==> src/hdl/bal_pkg.sv <==
// shared constants, codes and types of the bounded array list engine
package bal_pkg;

  localparam int unsigned DEPTH = 16;
  localparam int unsigned AW    = $clog2(DEPTH);
  localparam int unsigned CW    = $clog2(DEPTH + 1);
  localparam int unsigned DW    = 32;
  localparam int unsigned SUM_W = 36;
  localparam int unsigned OP_W  = 3;

  typedef enum logic [OP_W-1:0] {
    OP_QUERY   = 3'd0,
    OP_APPEND  = 3'd1,
    OP_INSERT  = 3'd2,
    OP_REMOVE  = 3'd3,
    OP_UPDATE  = 3'd4,
    OP_REVERSE = 3'd5
  } op_e;

  typedef enum logic [1:0] {
    ST_OK    = 2'd0,
    ST_FULL  = 2'd1,
    ST_MISS  = 2'd2,
    ST_RANGE = 2'd3
  } status_e;

  typedef struct packed {
    logic             seen;
    logic [AW-1:0]    first;
    logic [CW-1:0]    occ;
    logic [SUM_W-1:0] sum;
    logic [DW-1:0]    big;
  } scan_res_t;

endpackage

==> src/hdl/bal_ram.sv <==
// generic single-write, single-read synchronous ram with registered read data
module bal_ram #(
  parameter int unsigned DataW = 32,
  parameter int unsigned AddrW = 4
) (
  input  logic             clk_i,
  input  logic             we_i,
  input  logic [AddrW-1:0] waddr_i,
  input  logic [DataW-1:0] wdata_i,
  input  logic             re_i,
  input  logic [AddrW-1:0] raddr_i,
  output logic [DataW-1:0] rdata_o
);

  logic [DataW-1:0] mem [2**AddrW];
  logic [DataW-1:0] rdata_q;

  always_ff @(posedge clk_i) begin
    if (we_i) begin
      mem[waddr_i] <= wdata_i;
    end
  end

  always_ff @(posedge clk_i) begin
    if (re_i) begin
      rdata_q <= mem[raddr_i];
    end
  end

  assign rdata_o = rdata_q;

endmodule

==> src/hdl/bal_scan.sv <==
// running statistics over entries streamed out of the list memory
module bal_scan import bal_pkg::*; (
  input  logic          clk_i,
  input  logic          rst_ni,
  input  logic          vld_i,
  input  logic [AW-1:0] idx_i,
  input  logic [DW-1:0] data_i,
  input  logic [DW-1:0] key_i,
  output scan_res_t     res_o
);

  logic             seen_q, seen_d;
  logic [AW-1:0]    first_q, first_d;
  logic [CW-1:0]    occ_q, occ_d;
  logic [SUM_W-1:0] sum_q, sum_d;
  logic [DW-1:0]    big_q, big_d;
  logic             hit;
  logic [SUM_W-1:0] ext;

  assign hit = (data_i == key_i);
  assign ext = {{(SUM_W-DW){data_i[DW-1]}}, data_i};

  always_comb begin
    seen_d  = seen_q;
    first_d = first_q;
    occ_d   = occ_q;
    sum_d   = sum_q;
    big_d   = big_q;
    if (vld_i) begin
      if (idx_i == '0) begin
        // first entry restarts the accumulation
        seen_d  = hit;
        first_d = '0;
        occ_d   = CW'(hit);
        sum_d   = ext;
        big_d   = data_i;
      end else begin
        seen_d = seen_q | hit;
        if (hit && !seen_q) begin
          first_d = idx_i;
        end
        occ_d = occ_q + CW'(hit);
        sum_d = sum_q + ext;
        if ($signed(data_i) > $signed(big_q)) begin
          big_d = data_i;
        end
      end
    end
  end

  always_ff @(posedge clk_i or negedge rst_ni) begin
    if (!rst_ni) begin
      seen_q  <= 1'b0;
      first_q <= '0;
      occ_q   <= '0;
      sum_q   <= '0;
      big_q   <= '0;
    end else begin
      seen_q  <= seen_d;
      first_q <= first_d;
      occ_q   <= occ_d;
      sum_q   <= sum_d;
      big_q   <= big_d;
    end
  end

  assign res_o = '{seen: seen_q, first: first_q, occ: occ_q, sum: sum_q, big: big_q};

endmodule

==> src/hdl/bounded_array_list_engine.sv <==
// top level of the bounded array list engine: sequencer, list memory and scan unit
// one item at a time: the engine is ready for the next once the result is registered
// reset clears the fill count and handshake state, not the list memory; a held result stalls
module bounded_array_list_engine import bal_pkg::*; (
  input  logic                    clk_i,
  input  logic                    rst_ni,
  input  logic                    in_valid_i,
  output logic                    in_ready_o,
  input  logic [OP_W-1:0]         op_i,
  input  logic signed [DW-1:0]    value_i,
  input  logic [CW-1:0]           position_i,
  output logic                    out_valid_o,
  input  logic                    out_ready_i,
  output logic [1:0]              status_o,
  output logic [CW-1:0]           count_o,
  output logic                    found_o,
  output logic [AW-1:0]           first_slot_o,
  output logic [CW-1:0]           occurrences_o,
  output logic signed [SUM_W-1:0] total_o,
  output logic signed [DW-1:0]    largest_o
);

  typedef enum logic [3:0] {
    S_IDLE,
    S_SHIFT,
    S_DRAIN,
    S_PUT,
    S_FIND,
    S_FIND_WAIT,
    S_FIND_CHK,
    S_SW_RLO,
    S_SW_RHI,
    S_SW_WLO,
    S_SW_WHI,
    S_SCAN,
    S_SCAN_WAIT,
    S_DONE
  } state_e;

  // sequencer state
  state_e           state_q, state_d;
  logic [OP_W-1:0]  op_q, op_d;
  logic [DW-1:0]    value_q, value_d;
  logic [CW-1:0]    pos_q, pos_d;
  logic [CW-1:0]    fill_q, fill_d;
  status_e          status_q, status_d;
  logic [AW-1:0]    cnt_q, cnt_d;      // shift source, low swap slot or scan index
  logic [AW-1:0]    hi_q, hi_d;        // high swap slot
  logic [DW-1:0]    tmp_q, tmp_d;      // low entry held across a swap
  logic             pend_q, pend_d;    // shift read in flight, write it back next cycle
  logic [AW-1:0]    pdst_q, pdst_d;
  logic             svld_q, svld_d;    // scan read in flight
  logic [AW-1:0]    sidx_q, sidx_d;

  // output register
  logic             ovld_q, ovld_d;
  logic [1:0]       ostat_q, ostat_d;
  logic [CW-1:0]    ocnt_q, ocnt_d;
  logic             ofnd_q, ofnd_d;
  logic [AW-1:0]    ofirst_q, ofirst_d;
  logic [CW-1:0]    oocc_q, oocc_d;
  logic [SUM_W-1:0] osum_q, osum_d;
  logic [DW-1:0]    obig_q, obig_d;

  // memory port
  logic             we, re;
  logic [AW-1:0]    waddr, raddr;
  logic [DW-1:0]    wdata, rdata;

  scan_res_t        sres;
  logic [AW-1:0]    fill_m1;
  logic             full, empty;

  assign fill_m1 = AW'(fill_q - CW'(1));
  assign full    = (fill_q == CW'(DEPTH));
  assign empty   = (fill_q == '0);

  bal_ram #(
    .DataW (DW),
    .AddrW (AW)
  ) u_ram (
    .clk_i   (clk_i),
    .we_i    (we),
    .waddr_i (waddr),
    .wdata_i (wdata),
    .re_i    (re),
    .raddr_i (raddr),
    .rdata_o (rdata)
  );

  bal_scan u_scan (
    .clk_i  (clk_i),
    .rst_ni (rst_ni),
    .vld_i  (svld_q),
    .idx_i  (sidx_q),
    .data_i (rdata),
    .key_i  (value_q),
    .res_o  (sres)
  );

  always_comb begin
    state_d  = state_q;
    op_d     = op_q;
    value_d  = value_q;
    pos_d    = pos_q;
    fill_d   = fill_q;
    status_d = status_q;
    cnt_d    = cnt_q;
    hi_d     = hi_q;
    tmp_d    = tmp_q;
    pend_d   = 1'b0;
    pdst_d   = pdst_q;
    svld_d   = 1'b0;
    sidx_d   = sidx_q;
    ovld_d   = ovld_q;
    ostat_d  = ostat_q;
    ocnt_d   = ocnt_q;
    ofnd_d   = ofnd_q;
    ofirst_d = ofirst_q;
    oocc_d   = oocc_q;
    osum_d   = osum_q;
    obig_d   = obig_q;

    we    = 1'b0;
    waddr = pdst_q;
    wdata = rdata;
    re    = 1'b0;
    raddr = cnt_q;

    // shifted entry arrives in the cycle after its read, write it to its new slot
    if (pend_q) begin
      we = 1'b1;
    end

    if (ovld_q && out_ready_i) begin
      ovld_d = 1'b0;
    end

    case (state_q)
      S_IDLE: begin
        if (in_valid_i) begin
          op_d     = op_i;
          value_d  = value_i;
          pos_d    = position_i;
          cnt_d    = '0;
          status_d = ST_OK;
          state_d  = S_SCAN;
          case (op_i)
            OP_APPEND: begin
              if (full) begin
                status_d = ST_FULL;
              end else begin
                pos_d   = fill_q;
                state_d = S_PUT;
              end
            end
            OP_INSERT: begin
              if (full) begin
                status_d = ST_FULL;
              end else if (position_i > fill_q) begin
                status_d = ST_RANGE;
              end else if (position_i == fill_q) begin
                state_d = S_PUT;
              end else begin
                cnt_d   = fill_m1;
                state_d = S_SHIFT;
              end
            end
            OP_REMOVE: begin
              if (empty) begin
                status_d = ST_MISS;
              end else begin
                state_d = S_FIND;
              end
            end
            OP_UPDATE: begin
              if (position_i >= fill_q) begin
                status_d = ST_RANGE;
              end else begin
                state_d = S_PUT;
              end
            end
            OP_REVERSE: begin
              if (fill_q >= CW'(2)) begin
                hi_d    = fill_m1;
                state_d = S_SW_RLO;
              end
            end
            default: begin
              status_d = ST_OK;
            end
          endcase
        end
      end

      S_SHIFT: begin
        re     = 1'b1;
        pend_d = 1'b1;
        if (op_q == OP_INSERT) begin
          // moving up: read downward from the tail
          pdst_d = cnt_q + AW'(1);
          if (cnt_q == AW'(pos_q)) begin
            state_d = S_DRAIN;
          end else begin
            cnt_d = cnt_q - AW'(1);
          end
        end else begin
          // moving down: read upward from the slot after the removed one
          pdst_d = cnt_q - AW'(1);
          if (cnt_q == fill_m1) begin
            state_d = S_DRAIN;
          end else begin
            cnt_d = cnt_q + AW'(1);
          end
        end
      end

      S_DRAIN: begin
        if (op_q == OP_INSERT) begin
          state_d = S_PUT;
        end else begin
          fill_d  = fill_q - CW'(1);
          cnt_d   = '0;
          state_d = S_SCAN;
        end
      end

      S_PUT: begin
        we    = 1'b1;
        waddr = AW'(pos_q);
        wdata = value_q;
        if (op_q != OP_UPDATE) begin
          fill_d = fill_q + CW'(1);
        end
        cnt_d   = '0;
        state_d = S_SCAN;
      end

      S_FIND: begin
        re     = 1'b1;
        svld_d = 1'b1;
        sidx_d = cnt_q;
        if (cnt_q == fill_m1) begin
          state_d = S_FIND_WAIT;
        end else begin
          cnt_d = cnt_q + AW'(1);
        end
      end

      S_FIND_WAIT: begin
        state_d = S_FIND_CHK;
      end

      S_FIND_CHK: begin
        cnt_d   = '0;
        state_d = S_SCAN;
        if (!sres.seen) begin
          status_d = ST_MISS;
        end else if (sres.first == fill_m1) begin
          // removing the tail entry needs no shift
          fill_d = fill_q - CW'(1);
        end else begin
          cnt_d   = sres.first + AW'(1);
          state_d = S_SHIFT;
        end
      end

      S_SW_RLO: begin
        re      = 1'b1;
        raddr   = cnt_q;
        state_d = S_SW_RHI;
      end

      S_SW_RHI: begin
        tmp_d   = rdata;
        re      = 1'b1;
        raddr   = hi_q;
        state_d = S_SW_WLO;
      end

      S_SW_WLO: begin
        we      = 1'b1;
        waddr   = cnt_q;
        wdata   = rdata;
        state_d = S_SW_WHI;
      end

      S_SW_WHI: begin
        we    = 1'b1;
        waddr = hi_q;
        wdata = tmp_q;
        if ((cnt_q + AW'(1)) < (hi_q - AW'(1))) begin
          cnt_d   = cnt_q + AW'(1);
          hi_d    = hi_q - AW'(1);
          state_d = S_SW_RLO;
        end else begin
          cnt_d   = '0;
          state_d = S_SCAN;
        end
      end

      S_SCAN: begin
        if (empty) begin
          state_d = S_DONE;
        end else begin
          re     = 1'b1;
          svld_d = 1'b1;
          sidx_d = cnt_q;
          if (cnt_q == fill_m1) begin
            state_d = S_SCAN_WAIT;
          end else begin
            cnt_d = cnt_q + AW'(1);
          end
        end
      end

      S_SCAN_WAIT: begin
        state_d = S_DONE;
      end

      S_DONE: begin
        // hold the result until the output register is free
        if (!ovld_q || out_ready_i) begin
          ovld_d  = 1'b1;
          ostat_d = status_q;
          ocnt_d  = fill_q;
          if (empty) begin
            ofnd_d   = 1'b0;
            ofirst_d = '0;
            oocc_d   = '0;
            osum_d   = '0;
            obig_d   = '0;
          end else begin
            ofnd_d   = sres.seen;
            ofirst_d = sres.seen ? sres.first : '0;
            oocc_d   = sres.occ;
            osum_d   = sres.sum;
            obig_d   = sres.big;
          end
          state_d = S_IDLE;
        end
      end

      default: begin
        state_d = S_IDLE;
      end
    endcase
  end

  always_ff @(posedge clk_i or negedge rst_ni) begin
    if (!rst_ni) begin
      state_q  <= S_IDLE;
      op_q     <= '0;
      value_q  <= '0;
      pos_q    <= '0;
      fill_q   <= '0;
      status_q <= ST_OK;
      cnt_q    <= '0;
      hi_q     <= '0;
      tmp_q    <= '0;
      pend_q   <= 1'b0;
      pdst_q   <= '0;
      svld_q   <= 1'b0;
      sidx_q   <= '0;
      ovld_q   <= 1'b0;
      ostat_q  <= '0;
      ocnt_q   <= '0;
      ofnd_q   <= 1'b0;
      ofirst_q <= '0;
      oocc_q   <= '0;
      osum_q   <= '0;
      obig_q   <= '0;
    end else begin
      state_q  <= state_d;
      op_q     <= op_d;
      value_q  <= value_d;
      pos_q    <= pos_d;
      fill_q   <= fill_d;
      status_q <= status_d;
      cnt_q    <= cnt_d;
      hi_q     <= hi_d;
      tmp_q    <= tmp_d;
      pend_q   <= pend_d;
      pdst_q   <= pdst_d;
      svld_q   <= svld_d;
      sidx_q   <= sidx_d;
      ovld_q   <= ovld_d;
      ostat_q  <= ostat_d;
      ocnt_q   <= ocnt_d;
      ofnd_q   <= ofnd_d;
      ofirst_q <= ofirst_d;
      oocc_q   <= oocc_d;
      osum_q   <= osum_d;
      obig_q   <= obig_d;
    end
  end

  assign in_ready_o    = (state_q == S_IDLE);
  assign out_valid_o   = ovld_q;
  assign status_o      = ostat_q;
  assign count_o       = ocnt_q;
  assign found_o       = ofnd_q;
  assign first_slot_o  = ofirst_q;
  assign occurrences_o = oocc_q;
  assign total_o       = osum_q;
  assign largest_o     = obig_q;

`ifndef SYNTHESIS
  a_fill_bound: assert property (@(posedge clk_i) disable iff (!rst_ni)
    fill_q <= CW'(DEPTH))
    else $error("fill count above depth");

  a_accept_leaves_idle: assert property (@(posedge clk_i) disable iff (!rst_ni)
    in_valid_i && in_ready_o |=> state_q != S_IDLE)
    else $error("accepted item did not start work");

  a_first_in_range: assert property (@(posedge clk_i) disable iff (!rst_ni)
    out_valid_o && found_o |-> CW'(first_slot_o) < count_o)
    else $error("first slot beyond used entries");

  a_occ_bound: assert property (@(posedge clk_i) disable iff (!rst_ni)
    out_valid_o |-> occurrences_o <= count_o && (found_o == (occurrences_o != '0)))
    else $error("occurrence count inconsistent");

  a_empty_result: assert property (@(posedge clk_i) disable iff (!rst_ni)
    out_valid_o && count_o == '0 |-> total_o == '0 && largest_o == '0 && !found_o)
    else $error("empty list reports entries");
`endif

endmodule

==> config.mk <==
export PLATFORM = sky130hd
export DESIGN_NAME = bounded_array_list_engine
export DESIGN_NICKNAME = d
export VERILOG_FILES = /design/src/hdl/bal_pkg.sv /design/src/hdl/bal_ram.sv /design/src/hdl/bal_scan.sv /design/src/hdl/bounded_array_list_engine.sv
export SDC_FILE = /design/constraint.sdc
export NUM_CORES = 1
export LEC_CHECK = 0
export BUFFER_PORTS_ARGS = -buffer_cell sky130_fd_sc_hd__clkbuf_2
export CORE_MARGIN = 8
export CORE_UTILIZATION = 62
export CTS_CLUSTER_SIZE = 12
export DETAILED_ROUTE_END_ITERATION = 16
export PLACE_DENSITY = 0.8
export SYNTH_ARGS = -nofsm -noshare
export SYNTH_HDL_FRONTEND = slang
export SYNTH_SLANG_ARGS = --single-unit
==> constraint.sdc <==
create_clock -name clk_i -period 5.2 [get_ports clk_i]
set_input_delay 1.04 -clock clk_i [delete_from_list [all_inputs] [get_ports clk_i]]
set_output_delay 1.04 -clock clk_i [all_outputs]
set_load 0.005 [all_outputs]
---- Word-level counts from Yosys, hierarchy flattened ----
Memory sizes are Yosys's and may differ from the RTL's. A register that Yosys moved wholly into a read port is not among the register bits.
Index checks and enable logic that the tools add are counted.
word-level totals
  bits of input ports ..................... 44
  output and inout bits ................... 87
  register bits ........................... 264
  memories ................................ 1
  word-level logic and storage cells ...... 196
  memory bits (writable) .................. 512
operators by class
  $lt $le $gt $ge ......................... 5
  muxes and demuxes ....................... 86
  reductions and logical operators ........ 27
  $add $sub $neg .......................... 8
  bitwise operators ....................... 1
  eq/ne operators ......................... 42
memories
  memory     words  width  rd ports  clocked after Yosys merged registers in  wr ports  RTL line       RTL
  u_ram.mem  16     32     1         1                                        1         bal_ram.sv:15  logic [DataW-1:0] mem [2**AddrW];
operators by type and width
  operator            count
  $mux 4              44
  $mux 32             3
  $mux 36             2
  $pmux 32 s2         1
  $pmux 4 s14         1
  $add 36x36->36      1
  $eq 32x32->1        1
  $gt 32x32->1        1
  $pmux 4 s8          1
  $mux 5              6
  $eq 4x4->1 const B  6
  $pmux 4 s5          1
  $ne 2x2->1 const B  9
  $eq 4x3->1 const B  4
  $pmux 4 s2          2
  $ne 3x3->1 const B  5
  $pmux 5 s3          1
  $reduce_and 5->1    3
  $mux 2              7
  $eq 4x4->1          3
  $mux 1              12
  $pmux 4 s3          1
  $reduce_and 2->1    5
  $reduce_bool 2->1   5
  32 further kinds    44

---- Longest topological paths before layout ----
  depth after elaboration ................. 7
  depth in mapped cells ................... 13
  depth with buffers taken out ............ 12

---- Hierarchy ----
A second synthesis with hierarchy kept.
unflattened totals
  cells, all modules ...................... 2575
  area, all modules ....................... 35954.5 um^2
modules (own cells, without submodules)
  module                     cells an instance  sequential area each (um^2)  area each (um^2)  times used
  bal_ram                    838                16335.7                      20174.3           1
  bounded_array_list_engine  1023               4654.5                       9485.3            1
  bal_scan                   714                1951.9                       6294.8            1

---- Worst setup path after synthesis ----
No wires, ideal clock.
  path kind ............................... reg2reg
  start point ............................. register fill_q[0]
  end point ............................... register u_ram.rdata_q[0], in the netlist u_ram.rdata_o[0], read port of u_ram.mem (enable)
  arrival time ............................ 3.601 ns
  clock period less this slack ............ 4.066 ns
  data required time ...................... 4.734 ns
  stages on the path, launching flop included .. 7
  setup slack ............................. 1.134 ns
  path buffers ............................ 1
  library setup time ...................... 0.466 ns
  path through ............................ dfrtp_1 clkbuf_1 inv_1 ha_1 nand4_1 a21oi_1 o21ai_0
on the way
  longest elaborated chain between the ends .. 3
ends and longest elaborated chain
  item                    RTL line                          RTL
  start, declared         bounded_array_list_engine.sv:45   logic [CW-1:0] fill_q, fill_d;
  start signal, assigned  bounded_array_list_engine.sv:378  fill_q <= fill_d;
  $logic_not 5->1         bounded_array_list_engine.sv:76   assign empty = (fill_q == '0);
  $mux 1                  bounded_array_list_engine.sv:303  if (empty) begin
  $pmux 1 s2              bounded_array_list_engine.sv:139  case (state_q)
  net re                  bounded_array_list_engine.sv:66   logic we, re;
  end, declared           bal_ram.sv:16                     logic [DataW-1:0] rdata_q;
The timed path passes the listed nets, and every way through them passes these cells.
A chain may end at the register's enable or synchronous reset.

---- Worst setup path in the final report ----
  start point ............................. register state_q[2]
  end point ............................... register u_ram.rdata_q[16], in the netlist u_ram.rdata_o[16], read port of u_ram.mem (data pin)
on the way
  longest elaborated chain between the ends .. 3
  elaborated cells between the ends (all ways) .. 8
  classes of those cells .................. eq/ne: 5; mux: 2; reduce/logical: 1
ends and longest elaborated chain
  item                                RTL line                          RTL
  start, declared                     bounded_array_list_engine.sv:41   state_e state_q, state_d;
  start signal, assigned              bounded_array_list_engine.sv:374  state_q <= state_d;
  $eq 4x3->1 (tied with other cells)  bounded_array_list_engine.sv:139
  $reduce_or 4->1 (no line)           n/a
  $pmux 1 s2                          bounded_array_list_engine.sv:139
Several ways; a longest one is shown, not always the timed one.

==> flow_summary.toml <==
[setup_path]
critPathKind = "register to register"
crit_path_end_kind = "register"
arrival_ns = 4.42
path_max_fanout = 64
cp-start-kind = "register"
worstPathRequired_ns = 5.58

[timing]
fin_ws_ns = 1.16
worst_slew_pin_slew_ns = 1.17
rsz0062_at_grt = "false"
setup_viol = 0
hold-worst-slack_ns = 0.309
timing.setup.tns_ns = 0
slew_headroom_pct = 22.1
fin_crit_ns = 4.04
fin_crit_sh_pct = 77.7
hold_viol = 0
finalClockSkew_ns = 0.0300
fmax_mhz = 248
finalMaxSlewViolations = 0

[cells_and_area]
nNetsFinal = 2777
drive_above_1_share_pct = 20.9
area_growth_pct = 11.7
diodes = 0
instances_no_fill = 3463

[pwr]
clkPwrFrac_pct = 18.7
switching_share_pct = 39.7
p_sw_uw = 12000
p_leak_uw = 0.0152
ir_drop_v = 0.000409
combPwrFrac_pct = 42.2
sequentialPowerShare_pct = 39.1
power.density_nw_per_um2 = 749
power_uw = 30200
internal_power_uw = 18200

[global_route]
antenna_found_initial = 0
grt_max_degree = 113
gr-usage-all-layers_pct = 28.3
overflow = 0
grt_pass1_vias = 23300
grt_pass1_wl_mm = 144

[outcome]
status = "finished, final reports clean"

[floorplan]
initial_core_util_pct = 62.7
die_y_um = 257
die_w_um = 257
io_pins = 131
die_area_sq_um = 66200
rows = 88
core_area_sq_um = 57600

[route]
drt_iter0_drc = 2838
vias = 23300
drc = 0
viasPerCell = 6.72
first_pass_iters = 6
postRouteAntennaNets = 0
wl_per_cell_um = 27.3
wirelength_mm = 94.5

[synth]
ys_top_cells_by_area = "edfxtp_1 (45%), dfrtp_1 (18%), mux4_2 (8.0%)"
yosysSeqAreaShare_pct = 63.6
netlist_area_sq_um = 36100
synth_largest_area_cell = "edfxtp_1"
synthFlopType = "edfxtp_1"
synth-seq-cells = 808
syn_nets = 2651
yosysUniqueCellTypes = 82
synth_top_area_share_pct = 45.3
synth-edff-count = 544
syn_area_per_cell_sq_um = 14.3
async_flop_share_pct = 32.7
syn-instance-count = 2520
yosys_warnings = 0

[clock_network]
cts_tree = "done"
clock-sinks = 808
ctsLongestPathBuffers = 3
ctsHoldBuffers = 0
clock-root-buffer = "clkbuf_16"
cts_resized = 0
cts_inserted_buffers = 83
h-tree-depth = 3
cts_setup_buffers = 0
insertion_delay_ns = 0.65
path_clk_slew_ns = 0.06

[place]
place_ws_ns = 1.29
dpl.hpwl_mm = 60.0
globalplace.congestion = 0.942
portBuffers = 130
placedCellCount = 3326

[flow_run]
drv_cap = 0

[min_path]
min_path_type = "input pin to async pin"
[through the flow]
step	utilization [%]	instance area, sq um
after floorplan	-	36100
after global placement	65.6	37800
after detailed placement	65.6	37800
after CTS	70.0	40300
after global routing	70.0	40300
final	70.0	40300
[final timing paths]
path | start | end | slack [ns] | cells past startpoint
worst min register to register | count_o[4] | count_o[4] | 0.48 | 2
worst max-delay path | state_q[2] | u_ram.rdata_o[16] | 1.16 | 9
worst min-delay path | rst_ni | total_o[31] | 0.31 | 1
worst max register to register | state_q[2] | u_ram.rdata_o[16] | 1.16 | 9
min in group clk_i | count_o[4] | count_o[4] | 0.48 | 2
max in group asynchronous | rst_ni | tmp_q[24] | 3.85 | 2
[flip-flops by register name, summed over array words and instances (netlist names), 2 cells and up]
register / cells
u_scan.occ_q: 5
u_scan.first_q: 4
occurrences_o: 5
tmp_q: 32
u_ram.mem: 512
sidx_q: 4
u_scan.sum_q: 36
total_o: 36
status_q: 2
pos_q: 4
op_q: 3
first_slot_o: 4
hi_q: 4
count_o: 5
value_q: 32
largest_o: 32
u_ram.rdata_o: 32
pdst_q: 4
status_o: 2
state_q: 4
u_scan.big_q: 32
cnt_q: 4
fill_q: 5
[critical path: stages, from the launching register on]
cell and delay (ns):
dfrtp_1 0.78, nand2b_1 0.41, nor3_4 0.10, buf_4 0.35, a21oi_4 0.66, buf_12 0.40, mux4_2 0.36, and2_1 0.19
a211oi_1 0.33, a31oi_1 0.10
[layout make-up]
type                    count  area, sq um
clock inverters            23          254
multi-input cells        1511        12500
well taps                 765          957
inverters                  60          225
flip-flops and latches    808        22900
clock buffers             114         2280
fillers                  3622        17300
repair buffers            182         1140
[layout by cell type (no fill, tap or decap), drive strengths merged, types with 15 or more instances in the layout]
master  instances
xor2           44
clkbuf        243
ha             86
a31oi          50
mux2          107
clkinv         18
nor3           19
a21oi         112
o21ai         100
and2           37
a22o           77
nand3          33
nand2         263
edfxtp        544
xnor2          39
a22oi          37
a21o           16
and3           15
dfrtp         264
inv            62
mux4          128
a211oi         40
nor2          117
nand4          22
buf            53
[layer usage]
metal | vias up | share of wire, % | GRT usage (%)
met5 | - | 0 | 0
met4 | 0 | 4.1 | 11.2
met3 | 270 | 9.8 | 5.38
met2 | 1444 | 47 | 44.8
met1 | 11700 | 39 | 38.7
li1 | 9889 | - | -
[cell usage after synthesis, types with 39 or more instances]
master and count:
mux4_2 128, ha_1 86, a22o_1 77, a31oi_1 50
o21ai_0 96, xor2_1 43, a211oi_1 39, nand2_1 263
xnor2_1 39, edfxtp_1 544, dfrtp_1 264, mux2_2 77
a21oi_1 112, inv_1 59, nor2_1 117, clkbuf_1 97
[power groups by stage]
| stage | registers, uW | clock network (uW) | logic, uW |
|---|---|---|---|
| after floorplan | 11100 | 0 | 8880 |
| after global placement | 11700 | 0 | 11900 |
| after detailed placement | 11800 | 0 | 12400 |
| after CTS | 11800 | 5710 | 12600 |
| after global routing | 12000 | 5930 | 13700 |
| final | 11800 | 5650 | 12700 |
[kinds of logic after synthesis]
kind of cell / after synthesis / share of synthesized area [%]
DFF: 808 / 63.6
and+or+nand+nor: 578 / 7.37
AOI/OAI and AO/OA: 522 / 9.73
muxes: 240 / 11.8
buffers and inverters: 201 / 2.40
adders and majority gates: 87 / 3.04
xor gates and xnor gates: 84 / 2.10
Note: power is estimated with default switching activity, not from simulation.
